File: config.mk
export PLATFORM = sky130hd
export DESIGN_NAME = ght_ctrl
export DESIGN_NICKNAME = d
export VERILOG_FILES = /design/src/hdl/ght_pkg.sv /design/src/hdl/ght_ctrl.sv
export SDC_FILE = /design/constraint.sdc
export NUM_CORES = 1
export LEC_CHECK = 0
export ABC_AREA = 1
export ABC_CLOCK_PERIOD_IN_PS = 1500
export BUFFER_PORTS_ARGS = -buffer_cell sky130_fd_sc_hd__buf_2
export CORE_AREA = 3 3 40 42
export CTS_CLUSTER_DIAMETER = 200
export DETAILED_ROUTE_END_ITERATION = 7
export DIE_AREA = 0 0 43 45
export PLACE_DENSITY_LB_ADDON = 0.25
export SLEW_MARGIN = 20
export SYNTH_ARGS = -nofsm -noshare
export SYNTH_HDL_FRONTEND = slang
export SYNTH_SLANG_ARGS = --single-unit
File: constraint.sdc
create_clock -name aclk -period 1.5 [get_ports aclk]
set_input_delay 0.225 -clock aclk [delete_from_list [all_inputs] [get_ports aclk]]
set_output_delay 0.225 -clock aclk [all_outputs]
set_load 0.005 [all_outputs]
File: src/hdl/ght_pkg.sv
package ght_pkg;

    localparam int SLOTS_DEF        = 256;
    localparam int VERSION_BITS_DEF = 16;

    typedef enum logic [1:0] {
        OP_CREATE   = 2'd0,
        OP_DESTROY  = 2'd1,
        OP_LOOKUP   = 2'd2,
        OP_REPARENT = 2'd3
    } opcode_t;

    typedef enum logic [2:0] {
        ST_IDLE,
        ST_TGT_RD,
        ST_TGT_CHK,
        ST_SCAN,
        ST_RESP
    } state_t;

    // Which entry write the datapath performs this cycle.
    typedef enum logic [2:0] {
        WR_NONE,
        WR_REUSE,
        WR_APPEND,
        WR_REPARENT,
        WR_KILL,
        WR_CHILD
    } wr_sel_t;

    // Which result the datapath captures into its pending result register.
    typedef enum logic [2:0] {
        RES_FAIL_HANDLE,
        RES_FAIL_FULL,
        RES_REUSE,
        RES_APPEND,
        RES_LOOKUP,
        RES_REPARENT,
        RES_DESTROY
    } res_sel_t;

    typedef struct packed {
        logic     in_load;
        logic     tgt_rd;
        logic     scan_en;
        wr_sel_t  wr_sel;
        logic     res_load;
        res_sel_t res_sel;
        logic     out_load;
    } cmd_t;

    typedef struct packed {
        opcode_t op;
        logic    tgt_ok;
        logic    scan_hit;
        logic    scan_done;
        logic    full;
        logic    out_free;
    } status_t;

endpackage

File: src/hdl/ght_ctrl.sv
module ght_ctrl (
    input  logic              aclk,
    input  logic              aresetn,
    input  logic              s_tvalid,
    input  ght_pkg::opcode_t  s_opcode,
    output logic              s_tready,
    input  ght_pkg::status_t  status,
    output ght_pkg::cmd_t     cmd
);

    import ght_pkg::*;

    state_t state_reg;
    state_t state_next;

    always_ff @(posedge aclk) begin
        if (!aresetn) begin
            state_reg <= ST_IDLE;
        end else begin
            state_reg <= state_next;
        end
    end

    always_comb begin
        state_next = state_reg;
        unique case (state_reg)
            ST_IDLE: begin
                if (s_tvalid) begin
                    state_next = (s_opcode == OP_CREATE) ? ST_SCAN : ST_TGT_RD;
                end
            end
            ST_TGT_RD: begin
                state_next = ST_TGT_CHK;
            end
            ST_TGT_CHK: begin
                state_next = (status.tgt_ok && status.op == OP_DESTROY) ? ST_SCAN : ST_RESP;
            end
            ST_SCAN: begin
                if (status.op == OP_CREATE) begin
                    if (status.scan_hit || status.scan_done) begin
                        state_next = ST_RESP;
                    end
                end else if (status.scan_done) begin
                    state_next = ST_RESP;
                end
            end
            ST_RESP: begin
                if (status.out_free) begin
                    state_next = ST_IDLE;
                end
            end
            default: state_next = ST_IDLE;
        endcase
    end

    always_comb begin
        s_tready     = 1'b0;
        cmd.in_load  = 1'b0;
        cmd.tgt_rd   = 1'b0;
        cmd.scan_en  = 1'b0;
        cmd.wr_sel   = WR_NONE;
        cmd.res_load = 1'b0;
        cmd.res_sel  = RES_FAIL_HANDLE;
        cmd.out_load = 1'b0;
        unique case (state_reg)
            ST_IDLE: begin
                s_tready    = 1'b1;
                cmd.in_load = s_tvalid;
            end
            ST_TGT_RD: begin
                cmd.tgt_rd = 1'b1;
            end
            ST_TGT_CHK: begin
                cmd.res_load = 1'b1;
                if (!status.tgt_ok) begin
                    cmd.res_sel = RES_FAIL_HANDLE;
                end else begin
                    unique case (status.op)
                        OP_LOOKUP: begin
                            cmd.res_sel = RES_LOOKUP;
                        end
                        OP_REPARENT: begin
                            cmd.wr_sel  = WR_REPARENT;
                            cmd.res_sel = RES_REPARENT;
                        end
                        OP_DESTROY: begin
                            cmd.wr_sel  = WR_KILL;
                            cmd.res_sel = RES_DESTROY;
                        end
                        OP_CREATE: begin
                            cmd.res_sel = RES_FAIL_FULL;
                        end
                        default: cmd.res_sel = RES_FAIL_HANDLE;
                    endcase
                end
            end
            ST_SCAN: begin
                cmd.scan_en = 1'b1;
                if (status.op == OP_CREATE) begin
                    if (status.scan_hit) begin
                        cmd.wr_sel   = WR_REUSE;
                        cmd.res_load = 1'b1;
                        cmd.res_sel  = RES_REUSE;
                    end else if (status.scan_done) begin
                        cmd.res_load = 1'b1;
                        if (status.full) begin
                            cmd.res_sel = RES_FAIL_FULL;
                        end else begin
                            cmd.wr_sel  = WR_APPEND;
                            cmd.res_sel = RES_APPEND;
                        end
                    end
                end else if (status.scan_hit) begin
                    cmd.wr_sel = WR_CHILD;
                end
            end
            ST_RESP: begin
                cmd.out_load = status.out_free;
            end
            default: begin
                s_tready = 1'b0;
            end
        endcase
    end

endmodule

==> summary.md, run 1 <==
| Metric | Value |
|---|---|
| Number of antenna violations at the first check in global routing | `0` |
| Die width | `43 µm` |
| Starting DRT DRC Count | `10` |
| Worst-margin pin slew | `214 ps` |
| Fmax | `716 MHz` |
| Die area | `1940 µm²` |
| TritonCTS Sinks | `3` |
| Fill count | `160` |
| Reg power frac | `25.3%` |
| CP max FO | `4` |
| Num CTS Buffers | `3` |
| Final ANT Viol Nets | `0` |
| Mapped Cells | `67` |
| Cell taking the most area after synthesis | `dfxtp_1` |
| Setup WS pre-CTS | `221 ps` |
| Grt total ovfl | `0` |
| Average wire per standard cell | `9.14 µm` |
| Placed standard-cell area | `512 µm²` |
| Core Area | `1280 µm²` |
| Seq/Total Area, Yosys | `16.2%` |
| Final WL | `1010 µm` |
| Longest Clk Path Bufs | `2` |
| Largest net degree at the start of global routing | `7` |
| Setup violations, final | `0` |
| Final Cell Area | `567 µm²` |
| Power density cells | `890 nW/µm²` |
| Min Tclk post-route | `1400 ps` |
| Clock skew | `0.945 ps` |
| Syn avg cell area | `5.53 µm²` |
| Synth warn | `0` |
| Count of cell types in the netlist | `14` |
| Int Pwr | `0.302 mW` |
| Vias/cell | `4.49` |
| # rows | `13` |
| Clock group share of total power | `29.0%` |
| Max-slew violations | `0` |
| Slew Limit Headroom | `85.6%` |
| Top-area cell type share of the netlist area | `16.2%` |
| Fin nets | `113` |
| Total number of vias | `498` |
| Hold-critical path depth | `3` |
| Final std cells w/o fill | `111` |
| I/O Buffers | `23` |
| Post-DP HPWL | `843 µm` |
| Power, Total | `0.505 mW` |
| Sw Share | `40.2%` |
| Worst hold-check path type | `input port to register` |
| H-tree Lvls | `1` |
| R2r worst-path depth | `7` |
| Worst-Skew Late Latency | `230 ps` |
| Status | `finished, final reports clean` |
| Largest cells by area after synthesis | `dfxtp_1, inv_1, ha_1, nand2_1, nand3_1` |
| Combinational Power Share | `45.7%` |
| DRT Pass-1 Iters | `4` |
| Setup ws final | `104 ps` |
| Vias in the first global route | `441` |
| Worst path arrival time | `1170 ps` |
| Cell area after synthesis | `370 µm²` |
| P_sw | `0.203 mW` |
| Gr usage total | `11.6%` |
| I/O pins | `24` |
| First-pass GRT wire length | `1760 µm` |
| Leakage | `0.366 nW` |
| CTS root buf | `clkbuf_4` |
| Setup_tns | `0 ps` |
| Setup Crit Path Kind | `register to output port` |
| Clock-pin slew on the worst setup and hold paths | `40 ps` |
| Final core utilization | `44.1%` |
| Mapped Nets | `83` |
| # DRC | `0` |
| Unrepaired setup endpoints after global routing | `false` |
| Dpl cells | `106` |
| Max_cap viols | `0` |
| Largest register FFs | `3` |
| Synth-to-layout area growth | `53.0%` |
| CTS tree | `built` |
| VDD IR max | `0.490 mV` |
| Min Hold Slack | `249 ps` |
| GPL Wtd Cong | `0.785` |
| Fin. Hold Viols | `0` |
| Synth Register Bits | `3` |
| Worst setup SP type | `register` |
| Antenna diode count | `0` |
| Die Span Y | `45 µm` |
| Crit. End Element | `output port` |
| Layout cells sized above 1 | `38.5%` |
| Initial Utilization | `28.8%` |
| Period utilisation layout | `93.1%` |
| Worst Path Required | `1270 ps` |
worst max-delay path: stages (launching register included):
cell and delay [ps]:
dfxtp_4 360, inv_4 60, nand3_2 60, inv_2 80, nand4_1 110, o21ai_1 140, buf_2 120
synth_stat cells:
cell,n
dfxtp_1,3
a21oi_1,2
nor2_2,2
o21ai_1,3
inv_1,14
o211ai_1,1
o21ai_0,2
ha_1,4
nor4_1,1
nor2_1,10
nand3_1,8
nand4_1,2
nand2_1,13
inv_2,2
timing repair:
item / in CTS / in global routing
gates resized for setup: 1 / 8
cloned: 0 / 0
setup endpoints to repair: 2 / 5
buffers inserted: 0 / 1
pin swaps: 0 / 1
hold buffers: 0 / 0
kinds of logic (layout without fill, tap and decap cells):
logic type,count (synthesis),after routing,share of synthesized area (%)
DFF,3,3,16.2
and+or+nand+nor,36,36,42.6
adders and majority gates,4,4,13.5
AOI/OAI and AO/OA,8,8,11.5
buffers and inverters,16,45,16.2
routing by layer:
metal  GRT usage (%)  part of all wire (%)  up-vias
li1                -                     -      270
met1            14.4                    45      211
met2            20.1                    47       15
met3            2.79                   6.8        2
met4            3.61                  0.99        0
met5               0                     0        -
layout by cell type, fill, tap and decap left out:
master,netlist,routed
nand3_2,0,1
buf_4,0,2
nor2_1,10,10
inv_1,14,13
clkbuf_4,0,3
buf_2,0,23
o211ai_1,1,1
inv_4,0,1
nor2_2,2,1
nand2_1,13,13
o21ai_1,3,3
inv_2,2,2
dfxtp_4,0,2
nand4_1,2,2
clkbuf_1,0,1
o21ai_0,2,2
nor2_4,0,1
ha_1,4,4
nand3_1,8,7
nor4_1,1,1
a21oi_1,2,2
dfxtp_2,0,1
final cells by class:
cell class	count	area, µm²	share of cell area [%]
multi-input combinational	48	260	45.9
timing repair buffer	25	130	23.0
sequential	3	68.8	12.1
inverter	16	62.6	11.0
clock buffer	4	26.3	4.64
tap	15	18.8	3.31
power by group through the flow:
| stage | registers (mW) | logic (mW) | clock network [mW] |
|---|---|---|---|
| 5_1_grt | 0.132 | 0.268 | 0.158 |
| 2_1_floorplan | 0.116 | 0.132 | 0 |
| 6_report | 0.128 | 0.231 | 0.146 |
| 3_3_place_gp | 0.118 | 0.220 | 0 |
| 3_5_place_dp | 0.118 | 0.220 | 0 |
| 4_1_cts | 0.119 | 0.222 | 0.148 |
final timing paths:
check                                 start                   endpoint  slack [ps]
setup / recovery  state_reg[2]$_SDFFE_PN0P_                     cmd[6]         100
hold / removal                      aresetn  state_reg[2]$_SDFFE_PN0P_         250
setup reg to reg  state_reg[1]$_SDFFE_PN0P_  state_reg[1]$_SDFFE_PN0P_         370
hold reg to reg   state_reg[2]$_SDFFE_PN0P_  state_reg[2]$_SDFFE_PN0P_         570
(Power assumes the default switching activity.)
==> inputs of run 2 (changes only) <==
==> constraint.sdc (replaced) <==
create_clock -name aclk -period 1.5 [get_ports aclk]
set_input_delay 0.3 -clock aclk [delete_from_list [all_inputs] [get_ports aclk]]
set_output_delay 0.3 -clock aclk [all_outputs]
set_load 0.005 [all_outputs]
==> run 2 against run 1 <==
  * First-iteration DRC count decreased by 70%
  * Flip-flop and latch count unchanged
  * Utilization is 0.19 points higher
  * Sequential share of layout area shrank 0.053 points
  * Die area unchanged
  * Largest cell class unchanged
  * Largest power group unchanged
==> summary.md, run 2 (synthesis gave the netlist of run 1 again) <==
| Metric | Value |
|---|---|
| I/O Buffers | `23` |
| Setup_tns | `0 ps` |
| Worst hold-check path type | `input port to register` |
| Average wire per standard cell | `9.02 µm` |
| TritonCTS Sinks | `3` |
| Initial Utilization | `28.8%` |
| Dpl cells | `106` |
| Sw Share | `40.4%` |
| Status | `finished, final reports clean` |
| RR Startpoint | `state_reg[1]$_SDFFE_PN0P_` |
| First-pass GRT wire length | `1750 µm` |
| Most common cell after layout, fill and taps aside | `buf_2` |
| Antenna diode count | `0` |
| Num CTS Buffers | `3` |
| Synth-to-layout area growth | `53.7%` |
| Period utilisation layout | `97.1%` |
| Total number of vias | `483` |
| Multi-input logic area | `263 µm²` |
| GPL Wtd Cong | `0.786` |
| Vias in the first global route | `447` |
| Final ANT Viol Nets | `0` |
| Fin nets | `113` |
| Clock skew | `9.10 ps` |
| Setup violations, final | `0` |
| Hold_sp | `aresetn` |
| Setup WS pre-CTS | `70.2 ps` |
| Combinational Power Share | `45.5%` |
| # rows | `13` |
| DRT Pass-1 Iters | `2` |
| Worst-Skew Late Latency | `240 ps` |
| Grt total ovfl | `0` |
| Reg power frac | `25.2%` |
| P_sw | `0.204 mW` |
| Die area | `1940 µm²` |
| Final Cell Area | `569 µm²` |
| Worst setup SP type | `register` |
| Power density cells | `886 nW/µm²` |
| Setup ws final | `42.9 ps` |
| Worst Path Required | `1200 ps` |
| Largest register FFs | `3` |
| Core Area | `1280 µm²` |
| Longest Clk Path Bufs | `2` |
| CTS tree | `built` |
| Final std cells w/o fill | `111` |
| Die width | `43 µm` |
| Power, Total | `0.505 mW` |
| Setup Crit Path Kind | `register to output port` |
| Sequential cell area | `68.8 µm²` |
| Slew Limit Headroom | `85.9%` |
| Worst path arrival time | `1160 ps` |
| Die Span Y | `45 µm` |
| Unrepaired setup endpoints after global routing | `true` |
| Layout cells sized above 1 | `39.6%` |
| Max-slew violations | `0` |
| Gr usage total | `11.7%` |
| Crit path launch | `state_reg[2]$_SDFFE_PN0P_` |
| Leakage | `0.367 nW` |
| H-tree Lvls | `1` |
| Vias/cell | `4.35` |
| I/O pins | `24` |
| Final WL | `1000 µm` |
| Fill count | `152` |
| Commonest non-fill, non-tap cells in the layout | `buf_2, inv_1, nand2_1` |
| # DRC | `0` |
| Clock-pin slew on the worst setup and hold paths | `40 ps` |
| CP max FO | `4` |
| Fmax | `686 MHz` |
| Final core utilization | `44.3%` |
| Starting DRT DRC Count | `3` |
| Int Pwr | `0.301 mW` |
| Max_cap viols | `0` |
| Placed standard-cell area | `512 µm²` |
| CTS root buf | `clkbuf_4` |
| Min Tclk post-route | `1460 ps` |
| Crit. End Element | `output port` |
| Number of antenna violations at the first check in global routing | `0` |
| Fin. Hold Viols | `0` |
| Min Hold Slack | `307 ps` |
| Clock group share of total power | `29.3%` |
| Worst-margin pin slew | `211 ps` |
| Largest net degree at the start of global routing | `7` |
| Post-DP HPWL | `861 µm` |
| VDD IR max | `0.420 mV` |
[run 2: area by class of cell]
type	instances	share of cell area (%)
Sequential cell	3	12.1
Inverter	16	11.0
Clock buffer	4	4.62
Multi-Input combinational cell	48	46.2
Tap cell	15	3.30
Timing Repair Buffer	25	22.9
[run 2: what timing repair did]
action / CTS / global route
setup endpoints to repair: 6 / 5
pin swaps: 0 / 2
buffers inserted: 0 / 1
gates resized for setup: 6 / 5
hold buffers: 0 / 0
cloned: 0 / 0
[run 2: worst paths after layout]
check                               to  slack (ps)  depth (start not counted)
min          state_reg[1]$_SDFFE_PN0P_         310                          3
min reg2reg  state_reg[2]$_SDFFE_PN0P_         580                          2
max reg2reg  state_reg[1]$_SDFFE_PN0P_         370                          7
max                             cmd[6]          40                          6
[run 2: power groups by stage]
stage | combinational, mW | sequential, mW | clock (mW)
2_1_floorplan | 0.132 | 0.116 | 0
3_3_place_gp | 0.220 | 0.118 | 0
3_5_place_dp | 0.220 | 0.119 | 0
4_1_cts | 0.226 | 0.125 | 0.152
5_1_grt | 0.268 | 0.132 | 0.158
6_report | 0.230 | 0.127 | 0.148
[run 2: worst max-delay path: stages, from the launching register on]
cell and delay, ps:
dfxtp_4 360, inv_4 60, nand3_2 70, inv_2 70, nand4_1 110, o21ai_1 130, buf_2 120
[run 2: per-layer routing]
metal  wire (µm)  track usage [%]  share of wire (%)
met4          14             7.23                1.4
met5           0                0                  0
met1         473             14.4                 47
met2         453             19.8                 45
met3          60             1.20                6.0
